## config.mk

```make
export PLATFORM = sky130hd
export DESIGN_NAME = websocket_frame_deframer
export DESIGN_NICKNAME = d
export VERILOG_FILES = /design/src/rtl/wsdf_pkg.sv /design/src/rtl/wsdf_core.sv /design/src/rtl/wsdf_out_reg.sv /design/src/rtl/websocket_frame_deframer.sv
export VERILOG_INCLUDE_DIRS = /design/src /design/src/rtl
export SDC_FILE = /design/constraint.sdc
export NUM_CORES = 1
export LEC_CHECK = 0
export BUFFER_PORTS_ARGS = -buffer_cell sky130_fd_sc_hd__buf_2
export CORE_ASPECT_RATIO = 0.5
export CORE_MARGIN = 10
export CORE_UTILIZATION = 31
export CTS_CLUSTER_SIZE = 24
export DETAILED_ROUTE_END_ITERATION = 12
export PLACE_DENSITY_LB_ADDON = 0.2
export SETUP_SLACK_MARGIN = 0.05
export SYNTH_ARGS = -nofsm -noshare
export SYNTH_HDL_FRONTEND = slang
export SYNTH_SLANG_ARGS = --single-unit
```

## constraint.sdc

```tcl
create_clock -name clk -period 4.11 [get_ports clk]
set_input_delay 1.233 -clock clk [delete_from_list [all_inputs] [get_ports clk]]
set_output_delay 1.233 -clock clk [all_outputs]
set_load 0.05 [all_outputs]
```

## src/rtl/websocket_frame_deframer_defines.svh

```systemverilog
// ----------------------------------------------------------------------------
// WebSocket frame deframer assertion macros
// Shared property macros for the concurrent checks of the deframer.
// ----------------------------------------------------------------------------
`ifndef WEBSOCKET_FRAME_DEFRAMER_DEFINES_SVH
`define WEBSOCKET_FRAME_DEFRAMER_DEFINES_SVH

// The consequent must hold in the same cycle as the antecedent.
`define WSDF_ASSERT_SAME(label, ante, cons, msg) \
    label: assert property (@(posedge clk) disable iff (!rst_n) \
        (ante) |-> (cons)) else $error(msg);

// The consequent must hold in the cycle after the antecedent.
`define WSDF_ASSERT_NEXT(label, ante, cons, msg) \
    label: assert property (@(posedge clk) disable iff (!rst_n) \
        (ante) |=> (cons)) else $error(msg);

`endif

```

## src/rtl/wsdf_pkg.sv

```systemverilog
// ----------------------------------------------------------------------------
// WebSocket frame deframer package
// Shared widths, codes, state encoding and the result record.
// ----------------------------------------------------------------------------
`default_nettype none

package wsdf_pkg;

    localparam int LENGTH_BITS = 64;

    localparam logic [3:0] OPCODE_TEXT   = 4'd1;
    localparam logic [3:0] OPCODE_BINARY = 4'd2;
    localparam logic [3:0] OPCODE_CLOSE  = 4'd8;

    localparam logic [6:0] LEN_MAX_SHORT = 7'd125;
    localparam logic [6:0] LEN_EXT16     = 7'd126;

    localparam logic [2:0] EXT_BYTES_16 = 3'd2;
    // Eight extended bytes wrap to zero in three bits and count down through seven.
    localparam logic [2:0] EXT_BYTES_64 = 3'd0;

    localparam logic [2:0] SEEN_LIMIT = 3'd6;

    typedef enum logic [1:0] {
        KIND_BINARY = 2'd0,
        KIND_TEXT   = 2'd1,
        KIND_CLOSE  = 2'd2,
        KIND_OTHER  = 2'd3
    } kind_t;

    typedef enum logic [1:0] {
        STATUS_OK      = 2'd0,
        STATUS_CONTROL = 2'd1,
        STATUS_CLOSE   = 2'd2,
        STATUS_INVALID = 2'd3
    } status_t;

    typedef enum logic [6:0] {
        PH_FLAGS   = 7'b0000001,
        PH_LEN     = 7'b0000010,
        PH_EXT     = 7'b0000100,
        PH_MASK    = 7'b0001000,
        PH_PAYLOAD = 7'b0010000,
        PH_CONTROL = 7'b0100000,
        PH_SKIP    = 7'b1000000
    } phase_t;

    typedef struct packed {
        logic       emit;
        logic       has_data;
        logic [7:0] payload_byte;
        logic       frame_end;
        status_t    status;
        logic       text_frame;
    } result_t;

endpackage

`default_nettype wire

```

## src/rtl/wsdf_core.sv

```systemverilog
// ----------------------------------------------------------------------------
// WebSocket frame deframer parser core
// Holds the frame state and computes the next state and result of one byte.
// ----------------------------------------------------------------------------
`default_nettype none

module wsdf_core (
    input  wire logic              clk,
    input  wire logic              rst_n,
    input  wire logic              take,
    input  wire logic [7:0]        data_byte,
    input  wire logic              chunk_end,
    output wsdf_pkg::result_t      result
);

    wsdf_pkg::phase_t                      phase_reg, phase_next;
    logic [2:0]                            ext_left_reg, ext_left_next;
    logic [wsdf_pkg::LENGTH_BITS-1:0]      remaining_reg, remaining_next;
    logic [31:0]                           mask_key_reg, mask_key_next;
    logic [1:0]                            mask_pos_reg, mask_pos_next;
    logic [2:0]                            seen_reg, seen_next;
    wsdf_pkg::kind_t                       kind_reg, kind_next;
    logic                                  outcome_reg, outcome_next;

    logic [3:0]  opcode;
    logic [6:0]  short_len;
    logic [7:0]  key_byte;
    logic [4:0]  key_sel;
    logic [wsdf_pkg::LENGTH_BITS-1:0] remaining_dec;

    assign opcode        = data_byte[3:0];
    assign short_len     = data_byte[6:0];
    assign key_sel       = {~mask_pos_reg, 3'b000};
    assign key_byte      = mask_key_reg[key_sel +: 8];
    assign remaining_dec = remaining_reg - wsdf_pkg::LENGTH_BITS'(1);

    always_comb
    begin
        phase_next     = phase_reg;
        ext_left_next  = ext_left_reg;
        remaining_next = remaining_reg;
        mask_key_next  = mask_key_reg;
        mask_pos_next  = mask_pos_reg;
        kind_next      = kind_reg;
        seen_next      = (seen_reg < wsdf_pkg::SEEN_LIMIT) ? seen_reg + 3'd1 : seen_reg;

        result.emit         = 1'b0;
        result.has_data     = 1'b0;
        result.payload_byte = 8'h00;
        result.frame_end    = 1'b0;
        result.status       = wsdf_pkg::STATUS_OK;

        case (phase_reg)
            wsdf_pkg::PH_FLAGS:
            begin
                if (opcode == wsdf_pkg::OPCODE_TEXT)
                begin
                    kind_next = wsdf_pkg::KIND_TEXT;
                end
                else if (opcode == wsdf_pkg::OPCODE_BINARY)
                begin
                    kind_next = wsdf_pkg::KIND_BINARY;
                end
                else if (opcode == wsdf_pkg::OPCODE_CLOSE)
                begin
                    kind_next = wsdf_pkg::KIND_CLOSE;
                end
                else
                begin
                    kind_next = wsdf_pkg::KIND_OTHER;
                end
                if (!data_byte[7])
                begin
                    result.emit      = 1'b1;
                    result.frame_end = 1'b1;
                    result.status    = wsdf_pkg::STATUS_INVALID;
                    phase_next       = wsdf_pkg::PH_SKIP;
                end
                else if (kind_next inside {wsdf_pkg::KIND_CLOSE, wsdf_pkg::KIND_OTHER})
                begin
                    phase_next = wsdf_pkg::PH_CONTROL;
                end
                else
                begin
                    phase_next = wsdf_pkg::PH_LEN;
                end
            end
            wsdf_pkg::PH_CONTROL:
            begin
                if (seen_next >= wsdf_pkg::SEEN_LIMIT)
                begin
                    result.emit      = 1'b1;
                    result.frame_end = 1'b1;
                    result.status    = (kind_reg == wsdf_pkg::KIND_CLOSE) ?
                                       wsdf_pkg::STATUS_CLOSE : wsdf_pkg::STATUS_CONTROL;
                    phase_next       = wsdf_pkg::PH_SKIP;
                end
            end
            wsdf_pkg::PH_LEN:
            begin
                mask_pos_next = 2'd0;
                if (short_len <= wsdf_pkg::LEN_MAX_SHORT)
                begin
                    remaining_next = {{(wsdf_pkg::LENGTH_BITS-7){1'b0}}, short_len};
                    phase_next     = wsdf_pkg::PH_MASK;
                end
                else
                begin
                    remaining_next = '0;
                    ext_left_next  = (short_len == wsdf_pkg::LEN_EXT16) ?
                                     wsdf_pkg::EXT_BYTES_16 : wsdf_pkg::EXT_BYTES_64;
                    phase_next     = wsdf_pkg::PH_EXT;
                end
            end
            wsdf_pkg::PH_EXT:
            begin
                if (remaining_reg[wsdf_pkg::LENGTH_BITS-1 -: 8] != 8'h00)
                begin
                    result.emit      = 1'b1;
                    result.frame_end = 1'b1;
                    result.status    = wsdf_pkg::STATUS_INVALID;
                    phase_next       = wsdf_pkg::PH_SKIP;
                end
                else
                begin
                    remaining_next = {remaining_reg[wsdf_pkg::LENGTH_BITS-9:0], data_byte};
                    ext_left_next  = ext_left_reg - 3'd1;
                    if (ext_left_next == 3'd0)
                    begin
                        phase_next = wsdf_pkg::PH_MASK;
                    end
                end
            end
            wsdf_pkg::PH_MASK:
            begin
                mask_key_next = {mask_key_reg[23:0], data_byte};
                mask_pos_next = mask_pos_reg + 2'd1;
                if (mask_pos_next == 2'd0)
                begin
                    if (remaining_reg == '0)
                    begin
                        result.emit      = 1'b1;
                        result.frame_end = 1'b1;
                        result.status    = wsdf_pkg::STATUS_OK;
                        phase_next       = wsdf_pkg::PH_SKIP;
                    end
                    else
                    begin
                        phase_next = wsdf_pkg::PH_PAYLOAD;
                    end
                end
            end
            wsdf_pkg::PH_PAYLOAD:
            begin
                result.emit         = 1'b1;
                result.has_data     = 1'b1;
                result.payload_byte = data_byte ^ key_byte;
                mask_pos_next       = mask_pos_reg + 2'd1;
                remaining_next      = remaining_dec;
                if (remaining_dec == '0)
                begin
                    result.frame_end = 1'b1;
                    result.status    = wsdf_pkg::STATUS_OK;
                    phase_next       = wsdf_pkg::PH_SKIP;
                end
            end
            default:
            begin
                phase_next = wsdf_pkg::PH_SKIP;
            end
        endcase

        outcome_next = outcome_reg | result.frame_end;

        if (chunk_end && !outcome_next)
        begin
            result.emit      = 1'b1;
            result.frame_end = 1'b1;
            result.status    = wsdf_pkg::STATUS_INVALID;
            outcome_next     = 1'b1;
        end

        result.text_frame = (kind_next == wsdf_pkg::KIND_TEXT);

        if (chunk_end)
        begin
            phase_next     = wsdf_pkg::PH_FLAGS;
            ext_left_next  = 3'd0;
            remaining_next = '0;
            mask_key_next  = 32'h0;
            mask_pos_next  = 2'd0;
            seen_next      = 3'd0;
            kind_next      = wsdf_pkg::KIND_BINARY;
            outcome_next   = 1'b0;
        end
    end

    always_ff @(posedge clk or negedge rst_n)
    begin
        if (!rst_n)
        begin
            phase_reg     <= wsdf_pkg::PH_FLAGS;
            ext_left_reg  <= 3'd0;
            remaining_reg <= '0;
            mask_key_reg  <= 32'h0;
            mask_pos_reg  <= 2'd0;
            seen_reg      <= 3'd0;
            kind_reg      <= wsdf_pkg::KIND_BINARY;
            outcome_reg   <= 1'b0;
        end
        else if (take)
        begin
            phase_reg     <= phase_next;
            ext_left_reg  <= ext_left_next;
            remaining_reg <= remaining_next;
            mask_key_reg  <= mask_key_next;
            mask_pos_reg  <= mask_pos_next;
            seen_reg      <= seen_next;
            kind_reg      <= kind_next;
            outcome_reg   <= outcome_next;
        end
    end

endmodule

`default_nettype wire

```

## src/rtl/wsdf_out_reg.sv

```systemverilog
// ----------------------------------------------------------------------------
// WebSocket frame deframer result register
// Holds one result transaction until the downstream side takes it.
// ----------------------------------------------------------------------------
`default_nettype none

module wsdf_out_reg (
    input  wire logic              clk,
    input  wire logic              rst_n,
    input  wire logic              take,
    input  wsdf_pkg::result_t      result,
    output logic                   full,
    output logic                   out_valid,
    input  wire logic              out_stall,
    output logic                   has_data,
    output logic [7:0]             payload_byte,
    output logic                   frame_end,
    output logic [1:0]             status,
    output logic                   text_frame
);

    logic              valid_reg, valid_next;
    wsdf_pkg::result_t data_reg;
    logic              drain;

    assign drain      = valid_reg && !out_stall;
    assign full       = valid_reg && out_stall;
    assign valid_next = (take && result.emit) || (valid_reg && out_stall);

    always_ff @(posedge clk or negedge rst_n)
    begin
        if (!rst_n)
        begin
            valid_reg <= 1'b0;
        end
        else
        begin
            valid_reg <= valid_next;
        end
    end

    always_ff @(posedge clk)
    begin
        if (take && result.emit && (drain || !valid_reg))
        begin
            data_reg <= result;
        end
    end

    assign out_valid    = valid_reg;
    assign has_data     = data_reg.has_data;
    assign payload_byte = data_reg.payload_byte;
    assign frame_end    = data_reg.frame_end;
    assign status       = data_reg.status;
    assign text_frame   = data_reg.text_frame;

endmodule

`default_nettype wire

```

## src/rtl/websocket_frame_deframer.sv

```systemverilog
// ----------------------------------------------------------------------------
// WebSocket frame deframer
// Parses one masked frame per received chunk and returns unmasked payload
// bytes followed by a frame status.
// ----------------------------------------------------------------------------
//  Channel | Direction | Handshake          | Payload
//  input   | in        | in_valid/in_stall  | data_byte, chunk_end
//  output  | out       | out_valid/out_stall| has_data, payload_byte, frame_end,
//          |           |                    | status, text_frame
//
// One byte is accepted per cycle while in_stall is low; any result of it
// appears in the output register on the next cycle. The parser state update
// and the mask XOR sit between the frame state and output registers. Reset
// clears the frame state and empties the output register. in_stall rises
// only while a result waits in the output register and out_stall is high.
// ----------------------------------------------------------------------------
`default_nettype none

`include "websocket_frame_deframer_defines.svh"

module websocket_frame_deframer (
    input  wire logic        clk,
    input  wire logic        rst_n,
    input  wire logic        in_valid,
    output logic             in_stall,
    input  wire logic [7:0]  data_byte,
    input  wire logic        chunk_end,
    output logic             out_valid,
    input  wire logic        out_stall,
    output logic             has_data,
    output logic [7:0]       payload_byte,
    output logic             frame_end,
    output logic [1:0]       status,
    output logic             text_frame
);

    wsdf_pkg::result_t result;
    logic              take;
    logic              full;

    assign in_stall = full;
    assign take     = in_valid && !full;

    wsdf_core u_core (
        .clk       (clk),
        .rst_n     (rst_n),
        .take      (take),
        .data_byte (data_byte),
        .chunk_end (chunk_end),
        .result    (result)
    );

    wsdf_out_reg u_out (
        .clk          (clk),
        .rst_n        (rst_n),
        .take         (take),
        .result       (result),
        .full         (full),
        .out_valid    (out_valid),
        .out_stall    (out_stall),
        .has_data     (has_data),
        .payload_byte (payload_byte),
        .frame_end    (frame_end),
        .status       (status),
        .text_frame   (text_frame)
    );

    `WSDF_ASSERT_SAME(a_held_blocks_input, out_valid && out_stall, in_stall,
        "held result must stall input")
    `WSDF_ASSERT_SAME(a_plain_is_data, out_valid && !frame_end, has_data,
        "result without frame end must carry data")
    `WSDF_ASSERT_SAME(a_status_only_at_end, out_valid && !frame_end,
        status == wsdf_pkg::STATUS_OK, "status set before frame end")
    `WSDF_ASSERT_NEXT(a_held_result_stays, out_valid && out_stall,
        out_valid && $stable({has_data, payload_byte, frame_end, status, text_frame}),
        "held result changed")

endmodule

`default_nettype wire
```

Yosys cells after proc, flatten, opt, wreduce, memory -nomap -nowiden
Cells that the tools add are included.

$lt $le $gt $ge: 3. Shift operators: 1. Reduce and logical (&&, ||, !) cells: 28. Multiplexer cells: 50. Add/sub/neg operators: 4. Bitwise gates (word level): 3. Eq/ne operators: 20.

Operator list (count): $pmux 64 s3 (1); $logic_not 64->1 (2); $mux 64 (2); $mux 32 (2); $sub 64x1->64 const B (1); $mux 7 (9); $pmux 7 s6 (1); $mux 3 (11); $shiftx 32x6->8 (1); $mux 2 (8); $pmux 3 s5 (1); $mux 1 (9); $mux 9 (1); $ne 3x2->1 const B (3); $reduce_bool 8->1 (1); $xor 8x8->8 (1); $eq 7x1->1 const B (1); $eq 7x2->1 const B (1); $eq 7x3->1 const B (1); $eq 7x4->1 const B (1); $eq 7x5->1 const B (1); $eq 7x6->1 const B (1); $eq 7x7->1 const B (1); $le 7x7->1 const B (1); other kinds (32) (47).

Register bits: 128. Input port bits: 13. Output and inout bits: 15.

Longest topological paths before layout
Gate-level depths: netlist (run 1).

Depth in word-level cells: 11. Mapped depth: 12. Gate-level depth less buffers: 11.

Modules after synthesis
Synthesis (run 1) repeated with hierarchy kept, for this count alone.

Cell total of the unflattened synthesis: 958. Area total of the unflattened synthesis: 8179.1 um^2.

By module, submodules not included: wsdf_core (times used 1, area an instance 7719.9 um^2, cells each 939, sequential area each 2854.0 um^2); wsdf_out_reg (times used 1, area an instance 445.4 um^2, cells each 18, sequential area each 415.4 um^2); websocket_frame_deframer (times used 1, area an instance 13.8 um^2, cells each 1, sequential area each 0.0 um^2).

Worst setup path before layout (run 1)
Ideal clock, no wire load.

Kind: flip-flop to flip-flop. From: register u_core.remaining_reg[2] (netlist name). To: register u_out.data_reg, in the netlist u_out.frame_end, enable pin. Path slack: 0.883 ns. Cell stages (with the launch flop): 11. Data arrival time: 2.845 ns. Path buffers: 2. Path through: dfrtp_1 > clkbuf_1 > nor4_1 > clkbuf_1 > and2_0 > nand4_1 > nor4_1 > and4_1 > or3_1 > nor2_1 > nor2_1.

Longest elaborated chain between the ends: 10. Elaborated cells between the ends (all ways): 16. Those cells by class: add/sub: 1; mux: 8; bitwise: 1; reduce/logical: 6.

Ends and longest elaborated chain: start, declared (RTL line wsdf_core.sv:18) `logic [wsdf_pkg::LENGTH_BITS-1:0] remaining_reg, remaining_next;`; start signal, assigned (RTL line wsdf_core.sv:215) `remaining_reg <= remaining_next;`; $sub 64x1->64 / $logic_not 64->1 (equally long branches) (RTL line wsdf_core.sv:35, wsdf_core.sv:140); $logic_not 64->1 / $mux 3 (equally long branches) (RTL line wsdf_core.sv:160, wsdf_core.sv:140); $mux 3 (on tied branches) (RTL line wsdf_core.sv:160, wsdf_core.sv:138); $pmux 3 s5 (RTL line wsdf_core.sv:53) `case (phase_reg)`; $or 1x1->1 (RTL line wsdf_core.sv:173) `outcome_next = outcome_reg | result.frame_end;`; $logic_not 1->1 (RTL line wsdf_core.sv:175) `if (chunk_end && !outcome_next)`; $logic_and 1x1->1 (RTL line wsdf_core.sv:175); $mux 1 * (RTL line wsdf_core.sv:175); $logic_and 1x1->1 * (2 in a row) (RTL line wsdf_out_reg.sv:44) `if (take && result.emit && (drain || !valid_reg))`; end signal, assigned (RTL line wsdf_out_reg.sv:46) `data_reg <= result;`; end, declared (RTL line wsdf_out_reg.sv:23) `wsdf_pkg::result_t data_reg;`.

Mark *: on every way between the ends. The rest lies on a longest branch, timed or not. A chain may end at the register's enable or synchronous reset.

Worst setup path in the final report (run 1)
From: register u_core.remaining_reg[34] (netlist name). To: register u_out.data_reg, in the netlist u_out.status[1], data pin.

Longest elaborated chain between the ends: 7. Elaborated cells between the ends (all ways): 10. Those cells by class: add/sub: 1; mux: 4; bitwise: 1; reduce/logical: 4.

Ends and longest elaborated chain (RTL line): $sub 64x1->64 / $logic_not 64->1 (equally long branches) (wsdf_core.sv:35, wsdf_core.sv:140); $logic_not 64->1 / $mux 3 (equally long branches) (wsdf_core.sv:160, wsdf_core.sv:140); $mux 3 (on tied branches) (wsdf_core.sv:160, wsdf_core.sv:138); $pmux 3 s5 * (wsdf_core.sv:53); $or 1x1->1 * (wsdf_core.sv:173); $logic_not 1->1 * (wsdf_core.sv:175); $logic_and 1x1->1 * (wsdf_core.sv:175).

Marked as above.

==> reports/results.tsv, run 1 <==
stage	metric	value	unit
global_route	grt_overflow_total	0	
min_path	worstHoldPathType	reg -> reg	
job	cap_violations	0	
clock_network	cts_buffers	17	
worst_setup_path	crit_type	reg -> reg	
timing	skew	0.01181	ns
synth	synth_compound_area_frac	0.2160	
floorplan	num_io_pins	28	
floorplan	initial_core_util	0.3195	
power	ir_worst_vdd	0.0003213	V
timing	finalSetupViolCount	0	
global_route	grt_start_max_net_pins	84	
power	power_density	419.1	nW/um2
placement	io_buffer_count	27	
clock_network	postCtsSetupRepairBufs	0	
route	routed_wirelength	27890	um
route	wl_per_cell	21.46	um
final_layout	nets	962	
final_layout	postLayoutCellArea	9270	um2
clock_network	htreeDepth	4	
worst_setup_path	crit_path_end_kind	flop	
placement	place_area	8680	um2
placement	routabilityCongestion	0.9209	
floorplan	rows	41	
worst_setup_path	worstPathMaxFanout	10	
synth	synth_simple_gate_area_share	0.2606	
placement	pre_cts_slack	0.3878	ns
timing	period_minus_slack	3.864	ns
timing	finalCritPeriodShare	0.9403	
synth	synth_top_family_by_area	simple AND/OR/NAND/NOR gates	
synth	mappedNetlistArea	8162	um2
worst_setup_path	required	4.29	ns
route	drt-vias-per-instance	5.915	
clock_network	cts-root-buf	clkbuf_16	
final_layout	n_antenna_cell	0	
final_layout	syn2layout_area_growth	13.58	%
synth	synth_ff_type	dfrtp_1	
timing	max_freq	258.8	MHz
synth	syn_inst	942	
timing	fin_setup_tns	0	ns
synth	ys_seq_area_frac	0.4006	
clock_network	cts_tree	done	
worst_setup_path	crit_arrival	4.05	ns
synth	synth_edf_count	13	
floorplan	die-area	33610	um2
clock_network	clk_latency	0.43	ns
global_route	grt_util_all_layers	0.1661	
final_layout	drive_gt1_frac	0.1360	
synth	synthAdderAreaFrac	0.009198	
clock_network	clk_pin_slew_worst_paths	0.06	ns
timing	rsz0062_at_grt	false	
timing	tightest_slew	1.026	ns
final_layout	largest_reg_flops	64	
clock_network	cts_resized	0	
clock_network	cts.sinks	128	
global_route	grt_pass1_vias	7530	
synth	syn_nets	961	
synth	yosys_warnings	0	
synth	ys_ff_latch	128	
route	drc_errors	0	
route	drtAntennaViolNets	0	
floorplan	die_h	134.7	um
timing	setup_ws	0.2455	ns
synth	syn_area_per_cell	8.664	um2
synth	synth.area.mux_share	0.02346	
timing	timing.hold.ws	0.5044	ns
route	first_iter_violations	836	
timing	finalMaxSlewViolations	0	
timing	hold_violations	0	
clock_network	cts_hold_buffers	0	
synth	synth_cell_types	74	
global_route	antenna_found_initial	0	
global_route	grt_pass1_wl	44990	um
timing	relSlewSlack	0.3161	
synth	synth-xor-area-share	0.04185	
route	dr.pass1.iters	5	
floorplan	coreArea	25550	um2
clock_network	clockBufferDepth	2	
run_status	status	finished, final reports clean	
floorplan	die_w	249.5	um
worst_setup_path	startpoint_type	flop	
placement	place_hpwl	18860	um
synth	synthArstFlopShare	0.8984	
power	power.leakage	3.823	nW
route	vias	7689	
-- worst paths after layout --
path / startpoint / to / cells after the start / slack [ns]
min in group asynchronous: rst_n / u_core.remaining_reg[25] / 1 / 0.93
worst max-delay path: u_core.remaining_reg[34] / u_out.status[1] / 9 / 0.25
worst min register to register: u_core.mask_key_reg[29] / u_core.mask_key_reg[29] / 1 / 0.50
max in group asynchronous: rst_n / u_core.mask_key_reg[6] / 2 / 2.39
worst max register to register: u_core.remaining_reg[34] / u_out.status[1] / 9 / 0.25
worst min-delay path: u_core.mask_key_reg[29] / u_core.mask_key_reg[29] / 1 / 0.50
-- per-layer routing --
layer / global-route usage / vias up / share of wire
met5: 0 / - / 0
li1: - / 3529 / -
met4: 0.04252 / 0 / 0.014
met3: 0.03285 / 32 / 0.058
met1: 0.2305 / 3849 / 0.48
met2: 0.2591 / 279 / 0.45
-- synthesized netlist by cell type (6+ instances only) --
cell type | n | area share
dfrtp_1 | 114 | 0.35
o21ai_0 | 113 | 0.069
nor2_1 | 104 | 0.048
nand2_1 | 84 | 0.039
clkbuf_1 | 56 | 0.026
a21oi_1 | 49 | 0.030
nor3_1 | 39 | 0.024
a22o_1 | 33 | 0.035
nor4_1 | 31 | 0.024
xnor2_1 | 25 | 0.027
a22oi_1 | 22 | 0.020
nand4_1 | 21 | 0.016
inv_1 | 18 | 0.0083
o31ai_1 | 17 | 0.016
nand3_1 | 16 | 0.0098
xor2_1 | 14 | 0.015
edfxtp_1 | 13 | 0.048
a32oi_1 | 11 | 0.012
a31oi_1 | 8 | 0.0061
buf_2 | 8 | 0.0049
mux4_2 | 8 | 0.022
nand4b_1 | 8 | 0.0086
or3_1 | 8 | 0.0061
and4_1 | 7 | 0.0075
or4_1 | 7 | 0.0064
ha_1 | 6 | 0.0092
nor4_2 | 6 | 0.0092
-- power breakdown --
part | internal [mW] | switching, mW
Combinational | 0.320 | 0.584
Clock | 0.927 | 0.622
Sequential | 1.34 | 0.0900
-- kinds of logic after synthesis --
| group | count (synthesis) |
|---|---|
| simple gates | 389 |
| compound gates | 280 |
| flops | 128 |
| fa+ha+maj | 6 |
| mux | 9 |
| buf+inv | 91 |
| xor+xnor | 39 |
-- critical path, stage by stage, from the launching register on --
cell and delay [ns]:
dfrtp_1 0.52, or4_4 0.62, nor4b_2 0.56, nand2_1 0.28
o31a_1 0.36, nor4_2 0.29, nand4b_1 0.18, nor4_4 0.52
a211o_1 0.22, nand2_1 0.05
-- stage by stage --
| step | total power, mW | util | instances |
|---|---|---|---|
| floorplan | 2.058 | - | 942 |
| CTS | 3.906 | 0.3629 | 1300 |
| finish | 3.885 | 0.3629 | 1300 |
| global placement | 2.346 | 0.3397 | 1268 |
| global route | 4.067 | 0.3629 | 1300 |
| detailed placement | 2.348 | 0.3397 | 1268 |
-- cell usage in the layout (no fill, tap or decap), types with 11 or more instances in the layout --
cell type  netlist  routed
a32oi_1         11      11
o31ai_1         17      17
nor3_1          39      39
a21oi_1         49      49
clkbuf_16        0      17
nand3_1         16      16
edfxtp_1        13      13
dfrtp_1        114     114
inv_1           18      18
a22oi_1         22      22
nor2_1         104     103
nand2_1         84      84
xnor2_1         25      25
xor2_1          14      14
nor4_1          31      31
nand4_1         21      21
buf_4            3      25
buf_2            8      26
a22o_1          33      33
o21ai_0        113     112
-- final cells by class --
cell class | count | area, um2
Fill cell | 2587 | 16280
Multi-Input combinational cell | 723 | 4531
Clock inverter | 12 | 133.9
Tap cell | 344 | 430.4
Clock buffer | 20 | 456.7
Timing Repair Buffer | 54 | 377.9
Inverter | 19 | 71.32
Sequential cell | 128 | 3269
Note: power is estimated with default switching activity, not from simulation.
==> run 2, diff against run 1 <==
- CORE_UTILIZATION: 31 -> 28
- GPL_TIMING_DRIVEN: not set -> 1
- PLACE_DENSITY: not set -> 0.43
- PLACE_DENSITY_LB_ADDON: 0.2 -> not set
==> run 2 against run 1 <==
  * Global-route usage fell by 0.31 points
  * Total power barely moved
  * Wire length up 6.1%
  * Clock power barely moved
  * Final area up 1.4%
  * Combinational power rose by 2.8%
  * Sequential cell count unchanged
  * Die area increased by 9.5%
  * Register-to-register slack better by 0.14 ns
  * Clock-buffer cell count unchanged
==> reports/results.tsv, run 2 (synthesis gave the netlist of run 1 again) <==
stage	metric	value	unit
run_status	status	finished, final reports clean	
worst_setup_path	worst_r2r_path_depth	9	
floorplan	num_io_pins	28	
clock_network	cts_resized	0	
worst_setup_path	worstPathMaxFanout	7	
floorplan	die_w	261.4	um
timing	skew	0.01280	ns
power	p_sw_frac	0.3363	
worst_setup_path	crit_arrival	3.93	ns
route	first_iter_violations	668	
worst_setup_path	crit_path_end_kind	flop	
timing	rsz0062_at_grt	false	
route	vias	7729	
clock_network	cts_hold_buffers	0	
route	routed_wirelength	29600	um
min_path	worstHoldPathType	reg -> reg	
timing	hold_violations	0	
global_route	antenna_found_initial	0	
worst_setup_path	slowest_stage	nor4b_2	
global_route	grt_overflow_total	0	
timing	finalSetupViolCount	0	
final_layout	n_antenna_cell	0	
floorplan	die_h	140.7	um
worst_setup_path	critPathLaunch	u_core.remaining_reg[31]	
route	wl_per_cell	21.80	um
timing	finalMaxSlewViolations	0	
worst_setup_path	cpPeakStageDelay	0.55	ns
final_layout	drive_gt1_frac	0.1448	
clock_network	clockBufferDepth	2	
floorplan	die-area	36790	um2
power	internal-power	2.578	mW
timing	max_freq	268.3	MHz
power	power.leakage	3.878	nW
timing	period_minus_slack	3.727	ns
min_path	min_path_cells	1	
final_layout	nets	973	
timing	relSlewSlack	0.4586	
final_layout	layout_commonest_cell	dfrtp_1	
placement	routabilityCongestion	0.9164	
final_layout	largest_reg_flops	64	
power	sequentialPowerShare	0.368	
placement	place_hpwl	20400	um
final_layout	multi_input_area	4531	um2
worst_setup_path	crit_top_cell	nand2_1	
power	switchingPower	1.306	mW
floorplan	initial_core_util	0.2829	
power	ir_worst_vdd	0.0002580	V
clock_network	cts.sinks	128	
min_path	min_from	u_core.mask_key_reg[26]	
timing	finalCritPeriodShare	0.9068	
power	power_density	413.1	nW/um2
route	drc_errors	0	
worst_setup_path	crit_chain	or4_4 -> nor4b_2 -> nand2_1 -> o31a_1 -> nor4_2 -> nand4b_1 -> nor4_4 -> a211o_1 -> nand2_1	
final_layout	final_cell_mix	dfrtp_1, o21ai_0, nor2_1	
clock_network	cts_tree	done	
worst_setup_path	reg2reg_slack	0.38	ns
final_layout	fillers	3033	
placement	io_buffer_count	27	
clock_network	cts_buffers	17	
timing	tightest_slew	0.8121	ns
route	dr.pass1.iters	5	
worst_setup_path	required	4.31	ns
worst_setup_path	reg2reg_from	u_core.remaining_reg[31]	
clock_network	htreeDepth	4	
clock_network	cts-root-buf	clkbuf_16	
global_route	grt_pass1_wl	46680	um
final_layout	seq_area	3269	um2
route	drt-vias-per-instance	5.691	
worst_setup_path	startpoint_type	flop	
timing	fin_setup_tns	0	ns
job	cap_violations	0	
floorplan	coreArea	28850	um2
power	clkPwrFrac	0.392	
global_route	grt_util_all_layers	0.1629	
global_route	grt_pass1_vias	7643	
clock_network	postCtsSetupRepairBufs	0	
worst_setup_path	reg2reg_to	u_out.status[0]	
floorplan	rows	44	
final_layout	syn2layout_area_growth	15.22	%
power	pwr-share-comb	0.239	
clock_network	clk_pin_slew_worst_paths	0.06	ns
clock_network	clk_latency	0.44	ns
final_layout	fin_util	0.3260	
min_path	holdPathEnd	u_core.mask_key_reg[26]	
route	drtAntennaViolNets	0	
worst_setup_path	crit_type	reg -> reg	
global_route	grt_start_max_net_pins	84	
==> run 2: final cells by class <==
cell class / instances / share of cell area
clock buffer: 20 / 0.04750
multi-input combinational: 723 / 0.4818
timing repair buffer: 65 / 0.04896
sequential: 128 / 0.3477
inverter: 19 / 0.007584
tap: 391 / 0.05202
clock inverter: 12 / 0.01450
==> run 2: worst max-delay path by stage <==
stage	slack, ns	depth (start not counted)	to
5_1_grt	0.20	9	u_out.status[1]
6_report	0.38	9	u_out.status[0]
2_1_floorplan	0.88	10	u_out.frame_end
3_5_place_dp	0.46	9	u_out.status[0]
3_3_place_gp	0.46	9	u_out.status[1]
4_1_cts	0.46	9	u_out.status[0]
==> run 2: per-stage QoR <==
stage	power (mW)	cells	hold slack [ns]	area, um2	setup slack [ns]
global route	4.079	1358	0.5186	9404	0.1972
detailed placement	2.374	1326	0.4912	8821	0.4624
floorplan	2.058	942	0.4684	8162	0.8828
CTS	3.923	1358	0.5085	9404	0.4592
finish	3.884	1358	0.5025	9404	0.3831
global placement	2.375	1326	0.4843	8821	0.4609
==> run 2: power groups by stage <==
| stage | logic (mW) | registers, mW | clock network (mW) |
|---|---|---|---|
| finish | 0.929 | 1.43 | 1.52 |
| global placement | 0.922 | 1.45 | 0 |
| floorplan | 0.605 | 1.45 | 0 |
| global route | 1.01 | 1.44 | 1.62 |
| detailed placement | 0.920 | 1.45 | 0 |
| CTS | 0.925 | 1.43 | 1.57 |
==> run 2: worst max-delay path: cells and delay by family, from the launching register on <==
kind	cells	cell delay, ns
DFF	1	0.46
and+or+nand+nor	7	2.44
AOI/OAI and AO/OA	2	0.58
==> run 2: routing by layer <==
metal | global-route usage | vias to the layer above | wire length [um]
met5 | 0 | - | 0
met4 | 0.04629 | 0 | 466
met3 | 0.03706 | 42 | 1474
met2 | 0.2464 | 242 | 13270
met1 | 0.2273 | 3902 | 14390
li1 | - | 3543 | -
